==> config.mk <==
export PLATFORM = sky130hd
export DESIGN_NAME = fuzzy_gain_scheduled_pd_core
export DESIGN_NICKNAME = d
export VERILOG_FILES = /design/src/hdl/fgpd_pkg.sv /design/src/hdl/fgpd_mul.sv /design/src/hdl/fgpd_div.sv /design/src/hdl/fuzzy_gain_scheduled_pd_core.sv
export SDC_FILE = /design/constraint.sdc
export NUM_CORES = 2
export LEC_CHECK = 0
export BUFFER_PORTS_ARGS = -buffer_cell sky130_fd_sc_hd__buf_2
export CORE_AREA = 2 2 318 320
export DETAILED_ROUTE_END_ITERATION = 8
export DIE_AREA = 0 0 320 322
export HOLD_SLACK_MARGIN = 0.05
export PLACE_DENSITY_LB_ADDON = 0.25
export SLEW_MARGIN = 20
export SYNTH_ARGS = -nofsm -noshare
export SYNTH_HDL_FRONTEND = slang
export SYNTH_SLANG_ARGS = --single-unit
==> constraint.sdc <==
create_clock -name clock -period 6.73 [get_ports clock]
set_clock_uncertainty 0.05 [all_clocks]
set_input_delay 0.3365 -clock clock [delete_from_list [all_inputs] [get_ports clock]]
set_output_delay 0.3365 -clock clock [all_outputs]
set_load 0.01 [all_outputs]
==> src/hdl/fgpd_pkg.sv <==
package fgpd_pkg;

   // Full scale of the quantized universe, 3.0 in Q.9.
   localparam logic [11:0] Q_FULL   = 12'd1536;
   // One membership unit, 1.0 in Q.9.
   localparam logic [9:0]  W_ONE    = 10'd512;
   // Largest rule sum magnitude, 6 * 2^18.
   localparam logic [20:0] S_MAX    = 21'd1572864;
   localparam logic [13:0] SIX      = 14'd6;

   localparam logic [13:0] ERR_LIMIT_RST = 14'd160;
   localparam logic [13:0] EC_LIMIT_RST  = 14'd10;
   localparam logic [14:0] OUT_LIMIT_RST = 15'd600;
   localparam logic [15:0] KP_BASE_RST   = 16'd1101;
   localparam logic [15:0] KD_BASE_RST   = 16'd38;
   localparam logic [15:0] KP_FUZZY_RST  = 16'd2048;
   localparam logic [15:0] KD_FUZZY_RST  = 16'd0;

   typedef enum logic [2:0] {
      CSR_ERR_LIMIT = 3'd0,
      CSR_EC_LIMIT  = 3'd1,
      CSR_OUT_LIMIT = 3'd2,
      CSR_KP_BASE   = 3'd3,
      CSR_KD_BASE   = 3'd4,
      CSR_KP_FUZZY  = 3'd5,
      CSR_KD_FUZZY  = 3'd6
   } csr_index_type;

   typedef struct packed {
      logic signed [15:0] setpoint;
      logic signed [15:0] measured;
   } req_type;

   typedef struct packed {
      logic signed [15:0] drive;
      logic               saturated;
   } rsp_type;

   // Start request for the serial multiplier. The multiplier operand is
   // left-aligned and consumed MSB first for count steps.
   typedef struct packed {
      logic        start;
      logic [20:0] mcand;
      logic [16:0] mplier;
      logic [4:0]  count;
   } mul_req_type;

   // Start request for the serial divider. rem_init must be below divisor;
   // bits holds the remaining dividend bits, left-aligned, MSB first.
   typedef struct packed {
      logic        start;
      logic [13:0] divisor;
      logic [13:0] rem_init;
      logic [15:0] bits;
      logic [4:0]  count;
   } div_req_type;

   // Rule table shared by the proportional and derivative schedules.
   localparam logic signed [3:0] RULE_TABLE [0:6][0:6] = '{
      '{ 4'sd6,  4'sd6,  4'sd4,  4'sd6,  4'sd4,  4'sd0,  4'sd0 },
      '{ 4'sd6,  4'sd6,  4'sd4,  4'sd4,  4'sd2,  4'sd0, -4'sd2 },
      '{ 4'sd4,  4'sd4,  4'sd2,  4'sd2,  4'sd0, -4'sd2, -4'sd2 },
      '{ 4'sd4,  4'sd4,  4'sd2,  4'sd0, -4'sd2, -4'sd4, -4'sd4 },
      '{ 4'sd2,  4'sd2,  4'sd0, -4'sd2, -4'sd2, -4'sd4, -4'sd4 },
      '{ 4'sd2,  4'sd0, -4'sd2, -4'sd4, -4'sd4, -4'sd6, -4'sd6 },
      '{ 4'sd0,  4'sd0, -4'sd4, -4'sd6, -4'sd4, -4'sd6, -4'sd6 }
   };

endpackage

==> src/hdl/fgpd_mul.sv <==
module fgpd_mul
   import fgpd_pkg::*;
(
   input  logic        clock,
   input  logic        reset,
   input  mul_req_type req,
   output logic        done,
   output logic [37:0] product
);

   logic [37:0] prod_ff, prod_in;
   logic [20:0] mcand_ff, mcand_in;
   logic [16:0] mplier_ff, mplier_in;
   logic [4:0]  cnt_ff, cnt_in;
   logic        busy_ff, busy_in;
   logic        done_ff, done_in;

   // One multiplier bit per cycle: shift the partial product left and add.
   always_comb begin
      prod_in   = prod_ff;
      mcand_in  = mcand_ff;
      mplier_in = mplier_ff;
      cnt_in    = cnt_ff;
      busy_in   = busy_ff;
      done_in   = 1'b0;
      if (req.start) begin
         prod_in   = '0;
         mcand_in  = req.mcand;
         mplier_in = req.mplier;
         cnt_in    = req.count;
         busy_in   = 1'b1;
      end else if (busy_ff) begin
         prod_in   = {prod_ff[36:0], 1'b0}
                     + (mplier_ff[16] ? {17'd0, mcand_ff} : 38'd0);
         mplier_in = {mplier_ff[15:0], 1'b0};
         cnt_in    = cnt_ff - 5'd1;
         if (cnt_ff == 5'd1) begin
            busy_in = 1'b0;
            done_in = 1'b1;
         end
      end
   end

   always_ff @(posedge clock) begin
      prod_ff   <= prod_in;
      mcand_ff  <= mcand_in;
      mplier_ff <= mplier_in;
      cnt_ff    <= cnt_in;
      if (reset) begin
         busy_ff <= 1'b0;
         done_ff <= 1'b0;
      end else begin
         busy_ff <= busy_in;
         done_ff <= done_in;
      end
   end

   assign done    = done_ff;
   assign product = prod_ff;

endmodule

==> src/hdl/fgpd_div.sv <==
module fgpd_div
   import fgpd_pkg::*;
(
   input  logic        clock,
   input  logic        reset,
   input  div_req_type req,
   output logic        done,
   output logic [15:0] quotient
);

   logic [13:0] div_ff, div_in;
   logic [13:0] rem_ff, rem_in;
   logic [15:0] bits_ff, bits_in;
   logic [15:0] quo_ff, quo_in;
   logic [4:0]  cnt_ff, cnt_in;
   logic        busy_ff, busy_in;
   logic        done_ff, done_in;
   logic [14:0] trial;
   logic [14:0] diff;
   logic        ge;

   // Restoring division, one quotient bit per cycle.
   assign trial = {rem_ff, bits_ff[15]};
   assign ge    = trial >= {1'b0, div_ff};
   assign diff  = trial - {1'b0, div_ff};

   always_comb begin
      div_in  = div_ff;
      rem_in  = rem_ff;
      bits_in = bits_ff;
      quo_in  = quo_ff;
      cnt_in  = cnt_ff;
      busy_in = busy_ff;
      done_in = 1'b0;
      if (req.start) begin
         div_in  = req.divisor;
         rem_in  = req.rem_init;
         bits_in = req.bits;
         quo_in  = '0;
         cnt_in  = req.count;
         busy_in = 1'b1;
      end else if (busy_ff) begin
         rem_in  = ge ? diff[13:0] : trial[13:0];
         bits_in = {bits_ff[14:0], 1'b0};
         quo_in  = {quo_ff[14:0], ge};
         cnt_in  = cnt_ff - 5'd1;
         if (cnt_ff == 5'd1) begin
            busy_in = 1'b0;
            done_in = 1'b1;
         end
      end
   end

   always_ff @(posedge clock) begin
      div_ff  <= div_in;
      rem_ff  <= rem_in;
      bits_ff <= bits_in;
      quo_ff  <= quo_in;
      cnt_ff  <= cnt_in;
      if (reset) begin
         busy_ff <= 1'b0;
         done_ff <= 1'b0;
      end else begin
         busy_ff <= busy_in;
         done_ff <= done_in;
      end
   end

   assign done     = done_ff;
   assign quotient = quo_ff;

endmodule

==> src/hdl/fuzzy_gain_scheduled_pd_core.sv <==
// Fuzzy gain-scheduled PD controller. Each request word carries a setpoint and
// a measurement; the block answers with one response word holding the
// saturated drive and a flag telling whether it was clipped. The error and its
// change are clamped, quantized onto three levels either side of zero, fuzzified
// over a 7x7 rule table, and the resulting rule strength scales kp and kd
// before the PD sum is formed. All products and quotients run through one
// bit-serial multiplier and one bit-serial divider: a word passes through two
// quantizing divisions, four rule products, two gain products each followed
// by a division by six, and two drive products, with start and handoff states
// around them. One word is processed at a time, so a new word is accepted
// only once the previous one has finished; a finished response waits in its
// output register while the next request word is already accepted. The user
// must write configuration through the csr port only while the block is idle;
// the block itself does not enforce it. An unknown index is ignored.
module fuzzy_gain_scheduled_pd_core
   import fgpd_pkg::*;
(
   input  logic        clock,
   input  logic        reset,
   input  logic        req_valid,
   output logic        req_ready,
   input  req_type     req_data,
   output logic        rsp_valid,
   input  logic        rsp_ready,
   output rsp_type     rsp_data,
   input  logic        csr_valid,
   output logic        csr_ready,
   input  logic [2:0]  csr_index,
   input  logic [15:0] csr_data
);

   typedef enum logic [16:0] {
      ST_IDLE      = 17'b00000000000000001,
      ST_ERR       = 17'b00000000000000010,
      ST_EC        = 17'b00000000000000100,
      ST_QE        = 17'b00000000000001000,
      ST_QC        = 17'b00000000000010000,
      ST_MEMB      = 17'b00000000000100000,
      ST_RULE_GO   = 17'b00000000001000000,
      ST_RULE_WAIT = 17'b00000000010000000,
      ST_ABS       = 17'b00000000100000000,
      ST_GMUL_GO   = 17'b00000001000000000,
      ST_GMUL_WAIT = 17'b00000010000000000,
      ST_GDIV_WAIT = 17'b00000100000000000,
      ST_DMUL_GO   = 17'b00001000000000000,
      ST_DMUL_WAIT = 17'b00010000000000000,
      ST_COMB      = 17'b00100000000000000,
      ST_MAG       = 17'b01000000000000000,
      ST_FIN       = 17'b10000000000000000
   } state_type;

   // Configuration registers.
   logic [13:0] err_limit_ff, ec_limit_ff;
   logic [14:0] out_limit_ff;
   logic [15:0] kp_base_ff, kd_base_ff, kp_fuzzy_ff, kd_fuzzy_ff;

   state_type state_ff, state_in;

   logic signed [16:0] diff_ff, diff_in;
   logic signed [14:0] e_ff, e_in;
   logic signed [14:0] ec_ff, ec_in;
   logic signed [15:0] last_error_ff, last_error_in;
   logic [10:0]        qe_mag_ff, qe_mag_in, qc_mag_ff, qc_mag_in;
   logic [2:0]         ie_ff, ie_in, ic_ff, ic_in;
   logic [9:0]         we0_ff, we0_in, we1_ff, we1_in;
   logic [9:0]         wc0_ff, wc0_in, wc1_ff, wc1_in;
   logic [1:0]         term_ff, term_in;
   logic               rneg_ff, rneg_in;
   logic signed [22:0] s_ff, s_in;
   logic [20:0]        abs_s_ff, abs_s_in;
   logic               gsel_ff, gsel_in;
   logic               dsel_ff, dsel_in;
   logic [16:0]        kp_ff, kp_in, kd_ff, kd_in;
   logic [31:0]        pe_ff, pe_in, pc_ff, pc_in;
   logic signed [33:0] acc_ff, acc_in;
   logic [24:0]        mag_ff, mag_in;
   logic               neg_ff, neg_in;
   logic               rsp_valid_ff, rsp_valid_in;
   rsp_type            rsp_ff, rsp_in;

   mul_req_type mul_req;
   div_req_type div_req;
   logic        mul_done, div_done;
   logic [37:0] mul_prod;
   logic [15:0] div_quo;

   fgpd_mul u_mul (
      .clock   (clock),
      .reset   (reset),
      .req     (mul_req),
      .done    (mul_done),
      .product (mul_prod)
   );

   fgpd_div u_div (
      .clock    (clock),
      .reset    (reset),
      .req      (div_req),
      .done     (div_done),
      .quotient (div_quo)
   );

   assign req_ready = (state_ff == ST_IDLE);
   assign csr_ready = 1'b1;
   assign rsp_valid = rsp_valid_ff;
   assign rsp_data  = rsp_ff;

   // Error and error-change clamping.
   logic signed [16:0] lim_e17, lim_c17, e_clamp, ec_raw, ec_clamp;
   assign lim_e17 = signed'({3'b000, err_limit_ff});
   assign lim_c17 = signed'({3'b000, ec_limit_ff});
   assign e_clamp = (diff_ff > lim_e17) ? lim_e17 :
                    (diff_ff < -lim_e17) ? -lim_e17 : diff_ff;
   assign ec_raw  = 17'(e_ff) - 17'(last_error_ff);
   assign ec_clamp = (ec_raw > lim_c17) ? lim_c17 :
                     (ec_raw < -lim_c17) ? -lim_c17 : ec_raw;

   // Magnitudes of the clamped error terms.
   logic [14:0] e_neg15, ec_neg15;
   logic [13:0] e_mag, ec_mag;
   logic [15:0] e_mag3, ec_mag3;
   assign e_neg15  = -e_ff;
   assign ec_neg15 = -ec_ff;
   assign e_mag    = e_ff[14] ? e_neg15[13:0] : e_ff[13:0];
   assign ec_mag   = ec_ff[14] ? ec_neg15[13:0] : ec_ff[13:0];
   assign e_mag3   = {1'b0, e_mag, 1'b0} + {2'b00, e_mag};
   assign ec_mag3  = {1'b0, ec_mag, 1'b0} + {2'b00, ec_mag};

   // Triangular membership: segment index and upper/lower weights.
   logic [11:0] off_e, off_c;
   assign off_e = e_ff[14] ? (Q_FULL - {1'b0, qe_mag_ff}) : (Q_FULL + {1'b0, qe_mag_ff});
   assign off_c = ec_ff[14] ? (Q_FULL - {1'b0, qc_mag_ff}) : (Q_FULL + {1'b0, qc_mag_ff});

   logic [2:0] seg_e, seg_c;
   logic [9:0] wup_e, wup_c;
   assign seg_e = (off_e[11:9] == 3'd6) ? 3'd5 : off_e[11:9];
   assign seg_c = (off_c[11:9] == 3'd6) ? 3'd5 : off_c[11:9];
   assign wup_e = (off_e[11:9] == 3'd6) ? W_ONE : {1'b0, off_e[8:0]};
   assign wup_c = (off_c[11:9] == 3'd6) ? W_ONE : {1'b0, off_c[8:0]};

   // Rule term selection for the current corner of the active cell.
   logic [2:0]        row, col;
   logic signed [3:0] rule_val;
   logic [3:0]        rule_neg;
   logic [3:0]        rule_abs;
   logic [9:0]        w_sel_e, w_sel_c;
   logic [12:0]       rule_mcand;
   assign row      = ie_ff + {2'b00, term_ff[1]};
   assign col      = ic_ff + {2'b00, term_ff[0]};
   assign rule_val = RULE_TABLE[row][col];
   assign rule_neg = -rule_val;
   assign rule_abs = rule_val[3] ? rule_neg : rule_val;
   assign w_sel_e  = term_ff[1] ? we1_ff : we0_ff;
   assign w_sel_c  = term_ff[0] ? wc1_ff : wc0_ff;
   assign rule_mcand = (rule_abs[2] ? {1'b0, w_sel_e, 2'b00} : 13'd0)
                       + (rule_abs[1] ? {2'b00, w_sel_e, 1'b0} : 13'd0);

   // Final stage helpers.
   logic signed [33:0] term_e, term_c, acc_neg;
   logic [24:0]        lim25;
   logic               sat;
   logic [14:0]        m15;
   logic [15:0]        m16, m16_neg;
   logic               fin_write;
   assign term_e   = e_ff[14] ? -signed'({2'b00, pe_ff}) : signed'({2'b00, pe_ff});
   assign term_c   = ec_ff[14] ? -signed'({2'b00, pc_ff}) : signed'({2'b00, pc_ff});
   assign acc_neg  = -acc_ff;
   assign lim25    = {10'd0, out_limit_ff};
   assign sat      = mag_ff > lim25;
   assign m15      = sat ? out_limit_ff : mag_ff[14:0];
   assign m16      = {1'b0, m15};
   assign m16_neg  = -m16;
   assign fin_write = (state_ff == ST_FIN) && (!rsp_valid_ff || rsp_ready);

   always_comb begin
      state_in      = state_ff;
      diff_in       = diff_ff;
      e_in          = e_ff;
      ec_in         = ec_ff;
      last_error_in = last_error_ff;
      qe_mag_in     = qe_mag_ff;
      qc_mag_in     = qc_mag_ff;
      ie_in         = ie_ff;
      ic_in         = ic_ff;
      we0_in        = we0_ff;
      we1_in        = we1_ff;
      wc0_in        = wc0_ff;
      wc1_in        = wc1_ff;
      term_in       = term_ff;
      rneg_in       = rneg_ff;
      s_in          = s_ff;
      abs_s_in      = abs_s_ff;
      gsel_in       = gsel_ff;
      dsel_in       = dsel_ff;
      kp_in         = kp_ff;
      kd_in         = kd_ff;
      pe_in         = pe_ff;
      pc_in         = pc_ff;
      acc_in        = acc_ff;
      mag_in        = mag_ff;
      neg_in        = neg_ff;
      rsp_in        = rsp_ff;
      rsp_valid_in  = rsp_valid_ff && !rsp_ready;
      mul_req       = '0;
      div_req       = '0;

      case (state_ff)
         ST_IDLE: begin
            if (req_valid) begin
               diff_in  = 17'(req_data.setpoint) - 17'(req_data.measured);
               state_in = ST_ERR;
            end
         end
         ST_ERR: begin
            e_in     = e_clamp[14:0];
            state_in = ST_EC;
         end
         ST_EC: begin
            ec_in            = ec_clamp[14:0];
            last_error_in    = 16'(e_ff);
            div_req.start    = 1'b1;
            div_req.divisor  = err_limit_ff;
            div_req.rem_init = e_mag3[15:2];
            div_req.bits     = {e_mag3[1:0], 14'd0};
            div_req.count    = 5'd11;
            state_in         = ST_QE;
         end
         ST_QE: begin
            if (div_done) begin
               qe_mag_in        = (err_limit_ff == 14'd0) ? 11'd0 : div_quo[10:0];
               div_req.start    = 1'b1;
               div_req.divisor  = ec_limit_ff;
               div_req.rem_init = ec_mag3[15:2];
               div_req.bits     = {ec_mag3[1:0], 14'd0};
               div_req.count    = 5'd11;
               state_in         = ST_QC;
            end
         end
         ST_QC: begin
            if (div_done) begin
               qc_mag_in = (ec_limit_ff == 14'd0) ? 11'd0 : div_quo[10:0];
               state_in  = ST_MEMB;
            end
         end
         ST_MEMB: begin
            ie_in    = seg_e;
            ic_in    = seg_c;
            we1_in   = wup_e;
            we0_in   = W_ONE - wup_e;
            wc1_in   = wup_c;
            wc0_in   = W_ONE - wup_c;
            term_in  = 2'd0;
            s_in     = '0;
            state_in = ST_RULE_GO;
         end
         ST_RULE_GO: begin
            mul_req.start  = 1'b1;
            mul_req.mcand  = {8'd0, rule_mcand};
            mul_req.mplier = {w_sel_c, 7'd0};
            mul_req.count  = 5'd10;
            rneg_in        = rule_val[3];
            state_in       = ST_RULE_WAIT;
         end
         ST_RULE_WAIT: begin
            if (mul_done) begin
               s_in = rneg_ff ? (s_ff - signed'(mul_prod[22:0]))
                              : (s_ff + signed'(mul_prod[22:0]));
               term_in  = term_ff + 2'd1;
               state_in = (term_ff == 2'd3) ? ST_ABS : ST_RULE_GO;
            end
         end
         ST_ABS: begin
            abs_s_in = s_ff[22] ? 21'(-s_ff) : s_ff[20:0];
            gsel_in  = 1'b0;
            state_in = ST_GMUL_GO;
         end
         ST_GMUL_GO: begin
            mul_req.start  = 1'b1;
            mul_req.mcand  = abs_s_ff;
            mul_req.mplier = {gsel_ff ? kd_fuzzy_ff : kp_fuzzy_ff, 1'b0};
            mul_req.count  = 5'd16;
            state_in       = ST_GMUL_WAIT;
         end
         ST_GMUL_WAIT: begin
            // Divide the product, shifted down by 18, by six.
            if (mul_done) begin
               div_req.start    = 1'b1;
               div_req.divisor  = SIX;
               div_req.rem_init = {11'd0, mul_prod[36:34]};
               div_req.bits     = mul_prod[33:18];
               div_req.count    = 5'd16;
               state_in         = ST_GDIV_WAIT;
            end
         end
         ST_GDIV_WAIT: begin
            if (div_done) begin
               if (gsel_ff) begin
                  kd_in    = {1'b0, kd_base_ff} + {1'b0, div_quo};
                  dsel_in  = 1'b0;
                  state_in = ST_DMUL_GO;
               end else begin
                  kp_in    = {1'b0, kp_base_ff} + {1'b0, div_quo};
                  gsel_in  = 1'b1;
                  state_in = ST_GMUL_GO;
               end
            end
         end
         ST_DMUL_GO: begin
            mul_req.start  = 1'b1;
            mul_req.mcand  = {4'd0, dsel_ff ? kd_ff : kp_ff};
            mul_req.mplier = {1'b0, dsel_ff ? ec_mag : e_mag, 2'b00};
            mul_req.count  = 5'd15;
            state_in       = ST_DMUL_WAIT;
         end
         ST_DMUL_WAIT: begin
            if (mul_done) begin
               if (dsel_ff) begin
                  pc_in    = mul_prod[31:0];
                  state_in = ST_COMB;
               end else begin
                  pe_in    = mul_prod[31:0];
                  dsel_in  = 1'b1;
                  state_in = ST_DMUL_GO;
               end
            end
         end
         ST_COMB: begin
            acc_in   = term_e + term_c;
            state_in = ST_MAG;
         end
         ST_MAG: begin
            neg_in   = acc_ff[33];
            mag_in   = acc_ff[33] ? acc_neg[32:8] : acc_ff[32:8];
            state_in = ST_FIN;
         end
         ST_FIN: begin
            if (fin_write) begin
               rsp_in.drive     = neg_ff ? signed'(m16_neg) : signed'(m16);
               rsp_in.saturated = sat;
               rsp_valid_in     = 1'b1;
               state_in         = ST_IDLE;
            end
         end
         default: begin
            state_in = ST_IDLE;
         end
      endcase
   end

   always_ff @(posedge clock) begin
      diff_ff  <= diff_in;
      e_ff     <= e_in;
      ec_ff    <= ec_in;
      qe_mag_ff <= qe_mag_in;
      qc_mag_ff <= qc_mag_in;
      ie_ff    <= ie_in;
      ic_ff    <= ic_in;
      we0_ff   <= we0_in;
      we1_ff   <= we1_in;
      wc0_ff   <= wc0_in;
      wc1_ff   <= wc1_in;
      term_ff  <= term_in;
      rneg_ff  <= rneg_in;
      s_ff     <= s_in;
      abs_s_ff <= abs_s_in;
      gsel_ff  <= gsel_in;
      dsel_ff  <= dsel_in;
      kp_ff    <= kp_in;
      kd_ff    <= kd_in;
      pe_ff    <= pe_in;
      pc_ff    <= pc_in;
      acc_ff   <= acc_in;
      mag_ff   <= mag_in;
      neg_ff   <= neg_in;
      rsp_ff   <= rsp_in;
      if (reset) begin
         state_ff      <= ST_IDLE;
         rsp_valid_ff  <= 1'b0;
         last_error_ff <= '0;
      end else begin
         state_ff      <= state_in;
         rsp_valid_ff  <= rsp_valid_in;
         last_error_ff <= last_error_in;
      end
   end

   // Configuration writes.
   always_ff @(posedge clock) begin
      if (reset) begin
         err_limit_ff <= ERR_LIMIT_RST;
         ec_limit_ff  <= EC_LIMIT_RST;
         out_limit_ff <= OUT_LIMIT_RST;
         kp_base_ff   <= KP_BASE_RST;
         kd_base_ff   <= KD_BASE_RST;
         kp_fuzzy_ff  <= KP_FUZZY_RST;
         kd_fuzzy_ff  <= KD_FUZZY_RST;
      end else if (csr_valid && csr_ready) begin
         case (csr_index)
            CSR_ERR_LIMIT: err_limit_ff <= csr_data[13:0];
            CSR_EC_LIMIT:  ec_limit_ff  <= csr_data[13:0];
            CSR_OUT_LIMIT: out_limit_ff <= csr_data[14:0];
            CSR_KP_BASE:   kp_base_ff   <= csr_data;
            CSR_KD_BASE:   kd_base_ff   <= csr_data;
            CSR_KP_FUZZY:  kp_fuzzy_ff  <= csr_data;
            CSR_KD_FUZZY:  kd_fuzzy_ff  <= csr_data;
            default: begin
            end
         endcase
      end
   end

   // The quantized magnitudes never exceed full scale.
   a_qmag: assert property (@(posedge clock) disable iff (reset)
      state_ff == ST_MEMB |-> (qe_mag_ff <= Q_FULL[10:0]) && (qc_mag_ff <= Q_FULL[10:0]))
      else $error("quantized value beyond full scale");

   // The two membership weights of each input always add up to one.
   a_wsum: assert property (@(posedge clock) disable iff (reset)
      state_ff == ST_RULE_GO |->
         ({1'b0, we0_ff} + {1'b0, we1_ff} == {1'b0, W_ONE}) &&
         ({1'b0, wc0_ff} + {1'b0, wc1_ff} == {1'b0, W_ONE}))
      else $error("membership weights do not sum to one");

   // The rule strength stays within six levels.
   a_sbound: assert property (@(posedge clock) disable iff (reset)
      state_ff == ST_GMUL_GO |-> abs_s_ff <= S_MAX)
      else $error("rule sum out of range");

   // A multiplier result only arrives while a product is awaited.
   a_muldone: assert property (@(posedge clock) disable iff (reset)
      mul_done |-> (state_ff == ST_RULE_WAIT) || (state_ff == ST_GMUL_WAIT) ||
                   (state_ff == ST_DMUL_WAIT))
      else $error("unexpected multiplier completion");

   // Reset leaves the controller idle with no response pending.
   a_reset: assert property (@(posedge clock)
      reset |=> (state_ff == ST_IDLE) && !rsp_valid_ff)
      else $error("controller not idle after reset");

endmodule
==> reports/metrics.csv <==
stage,metric,value,unit
power_and_ir_drop,Comb power frac,8.0,%
floorplanning,Ports,76,
global_routing,gr usage total,20.56,%
timing,Tmin final,5.740,ns
power_and_ir_drop,Worst IR Drop VDD,0.1765,mV
timing,RSZ-0062 raised after global routing,no,
clock_network,Inserted Clock Buffers,74,
power_and_ir_drop,Pleak,16.54,nW
placement,Placement Cell Area,41300,um^2
floorplanning,Initial Utilization,39.70,%
worst_setup_path,CP startpoint,term_ff[1]$_SDFFCE_PN0P_,
power_and_ir_drop,Sequential Power Share,46.0,%
synthesis,syn nets,4556,
synthesis,mapped cell area,39530,um^2
detailed_routing,Final ANT Viol Nets,0,
clock_network,CTS tree,yes,
synthesis,yosys warns,0,
floorplanning,die width,320,um
global_routing,largest net degree at the start of global routing,71,
timing,final hold vios,0,
timing,fmax,174.2,MHz
run_status,outcome,"complete, no violations",
placement,routability cong.,0.8975,
synthesis,register area share after synthesis,42.49,%
global_routing,vias in the first global route,29230,
detailed_routing,vias post-DR,30540,
power_and_ir_drop,internal power,6.989,mW
detailed_routing,DR iter-0 viols,2257,
detailed_routing,Pre-antenna DRT Iters,6,
clock_network,CTS root buf,clkbuf_16,
worst_setup_path,critical path class,reg2reg,
detailed_routing,Avg Vias per Cell,5.463,
finish,Nets,4597,
detailed_routing,total wire length,106.6,mm
worst_hold_path,worst min-delay path category,in2reg,
clock_network,clock buffer depth,3,
floorplanning,core area,99570,um^2
floorplanning,die area,103000,um^2
synthesis,largest cells by area after synthesis,"edfxtp_1, dfxtp_1, ha_1",
detailed_routing,wire per inst,19.06,um
synthesis,Synth area leader,edfxtp_1,
finish,design area,43920,um^2
clock_network,Worst-Skew Late Latency,0.64,ns
clock_network,Sink Count,625,
synthesis,Async SR Flop Fraction,0,%
timing,Slew headroom,28.00,%
synthesis,top cell type's share of synthesized area,32.51,%
clock_network,Post-CTS Resized,0,
worst_hold_path,hold_sp,csr_data[8],
worst_setup_path,reg-to-reg startpoint,term_ff[1]$_SDFFCE_PN0P_,
power_and_ir_drop,Switching Power,2.174,mW
finish,fraction of layout cells with a size suffix above 1,6.687,%
timing,Fin Setup TNS,0,ns
timing,hold_ws,0.09013,ns
synthesis,Netlist cell types,83,
placement,HPWL after DPL,80.13,mm
clock_network,Worst-path clk slew,0.06,ns
worst_setup_path,startpoint types,register,
job,maxcap violations,0,
synthesis,Syn Inst Count,4192,
global_routing,first-pass GRT wire length,166.8,mm
timing,Final setup viols,0,
placement,IO buf count,74,
finish,diodes inserted,0,
floorplanning,# rows,116,
synthesis,"EDFF count, synth",428,
synthesis,main flop type after synthesis,edfxtp_1,
worst_setup_path,crit-path max FO,11,
synthesis,mean post-synth cell area,9.430,um^2
global_routing,initial antenna violation count,3,
finish,Synth-to-Final Area Change,11.10,%
synthesis,Synth Register Bits,625,
power_and_ir_drop,clock share of power,45.9,%
timing,max-slew violations,0,
floorplanning,chip height,322,um
clock_network,H-tree depth,3,
power_and_ir_drop,sw frac,23.73,%
timing,period utilization,85.29,%
worst_setup_path,Worst Path Required,7.04,ns
detailed_routing,DRC,0,
timing,Worst-Margin Slew,1.075,ns
worst_setup_path,Critical Path End Type,register,
global_routing,total gr overflow,0,
power_and_ir_drop,Power Total,9.163,mW
worst_setup_path,crit path DAT,6.05,ns
power_and_ir_drop,Pwr Density,208.6,nW/um^2
==> worst max-delay path, cell delays in order, from the launching register on <==
cell,delay (ns)
edfxtp_1,0.63
ha_1,0.30
ha_1,0.41
inv_1,0.16
ha_1,0.36
mux2_2,0.27
o31a_1,0.24
o21ai_0,0.08
a2bb2oi_1,0.23
nand2b_1,0.23
xnor2_1,0.56
or2_2,0.25
inv_1,0.04
ha_1,0.27
a21o_1,0.16
a21oi_1,0.21
o21bai_1,0.09
a21oi_1,0.23
o21bai_1,0.09
a21oi_1,0.22
o21ai_0,0.14
xnor2_1,0.14
o21ai_0,0.08
==> power groups by stage <==
stage / Sequential (mW) / Combinational (mW) / Clock, mW
after detailed placement: 4.30 / 0.727 / 0
final: 4.22 / 0.737 / 4.21
after global placement: 4.30 / 0.719 / 0
after CTS: 4.22 / 0.735 / 4.29
after floorplan: 4.26 / 0.535 / 0
after global routing: 4.22 / 0.832 / 4.45
==> final cells by class <==
class | count | area, um^2
tap | 1298 | 1624
fill | 9545 | 55650
clock buffer | 97 | 2097
timing repair buffer | 121 | 740.7
clock inverter | 38 | 455.4
sequential | 625 | 16800
multi-input combinational | 3180 | 21340
inverter | 231 | 867.1
==> through the flow <==
stage | cells | utilization (%) | setup WS (ns)
after floorplan | 4192 | - | 0.8306
after global placement | 5449 | 41.48 | 1.026
after detailed placement | 5449 | 41.48 | 1.027
after CTS | 5590 | 44.11 | 0.9689
after global routing | 5590 | 44.11 | 0.5775
final | 5590 | 44.11 | 0.9898
==> timing repair <==
| action | in CTS | in global routing |
|---|---|---|
| endpoints found under the hold margin | 15 | 0 |
| buffers inserted | 0 | 0 |
| hold buffers | 6 | 0 |
==> state kept, by name (all words and copies together), names as in the netlist, 17 cells and up <==
signal / flops
pc_ff: 32
diff_ff: 17
s_ff: 23
acc_ff: 34
abs_s_ff: 21
state_ff: 17
u_mul.mcand_ff: 21
rsp_data: 17
kp_ff: 17
kd_ff: 17
pe_ff: 32
mag_ff: 25
u_mul.product: 37
==> metal layers <==
metal  up-vias  global-route usage, %  share of wire, %
met4         4                  6.792               3.3
met3       166                  3.075               5.0
li1      15180                      -                 -
met1     14510                  27.39                45
met5         -                      0             0.018
met2       681                  34.19                46
==> final timing paths <==
check                                                endpoint  cells past startpoint  slack [ns]
worst min register to register  last_error_ff[9]$_SDFFE_PP0P_                      2        0.40
worst min-delay path             out_limit_ff[8]$_SDFFE_PP0P_                      3        0.09
worst max register to register   u_mul.mcand_ff[11]$_DFFE_PP_                     22        0.99
worst max-delay path             u_mul.mcand_ff[11]$_DFFE_PP_                     22        0.99
==> synthesized netlist by cell type, drive strengths merged (41+ instances only) <==
cell    instances
ha            297
xor2           72
o31ai          64
nor3           77
and2           48
nand3          73
dfxtp         197
a21o           68
nand2b         54
nor2          338
nor2b          70
or3            41
mux2i         114
o21ai         232
inv           230
xnor2         321
nand2         496
edfxtp        428
clkbuf        137
a21oi         317
==> placed cells by master, fill, tap and decap left out, types with 13 or more instances in the layout <==
| master | synthesis | routed |
|---|---|---|
| a211oi_1 | 27 | 26 |
| mux2i_1 | 114 | 114 |
| or3_1 | 40 | 40 |
| nor2_1 | 338 | 332 |
| o21ai_0 | 230 | 230 |
| o41ai_1 | 28 | 28 |
| a31oi_1 | 26 | 26 |
| or2_2 | 20 | 20 |
| nand2b_1 | 54 | 53 |
| nor4_1 | 38 | 38 |
| edfxtp_1 | 428 | 428 |
| clkbuf_16 | 0 | 78 |
| nand4_1 | 25 | 25 |
| a21oi_1 | 317 | 315 |
| o22ai_1 | 16 | 16 |
| o21a_1 | 28 | 28 |
| nand2_1 | 496 | 496 |
| nor3_1 | 77 | 76 |
| nor2b_1 | 70 | 69 |
| a22oi_1 | 21 | 21 |
| a21boi_0 | 13 | 13 |
| buf_4 | 1 | 42 |
| ha_1 | 297 | 297 |
| or4_1 | 22 | 22 |
| a21o_1 | 68 | 68 |
| and2_1 | 48 | 48 |
| xnor2_1 | 321 | 321 |
| o31ai_1 | 63 | 63 |
| nand3_1 | 73 | 72 |
| buf_2 | 0 | 73 |
| inv_1 | 230 | 230 |
| nand3b_1 | 19 | 19 |
| and3_1 | 22 | 21 |
| clkinv_1 | 1 | 14 |
| xor2_1 | 72 | 72 |
| dfxtp_1 | 197 | 196 |
| o21bai_1 | 19 | 19 |
==> kinds of logic (layout without fill, tap and decap cells) <==
kind of cell | Yosys count | count (layout) | synth area share (%)
simple gates | 1381 | 1381 | 16.50
compound gates | 971 | 971 | 15.37
flops | 625 | 625 | 42.49
xor+xnor | 393 | 393 | 8.708
buf+inv | 387 | 487 | 3.703
fa+ha+maj | 308 | 308 | 9.958
mux | 126 | 126 | 3.257
other cells | 1 | 1 | 0.009487
Power figures use the tool's default switching activity.
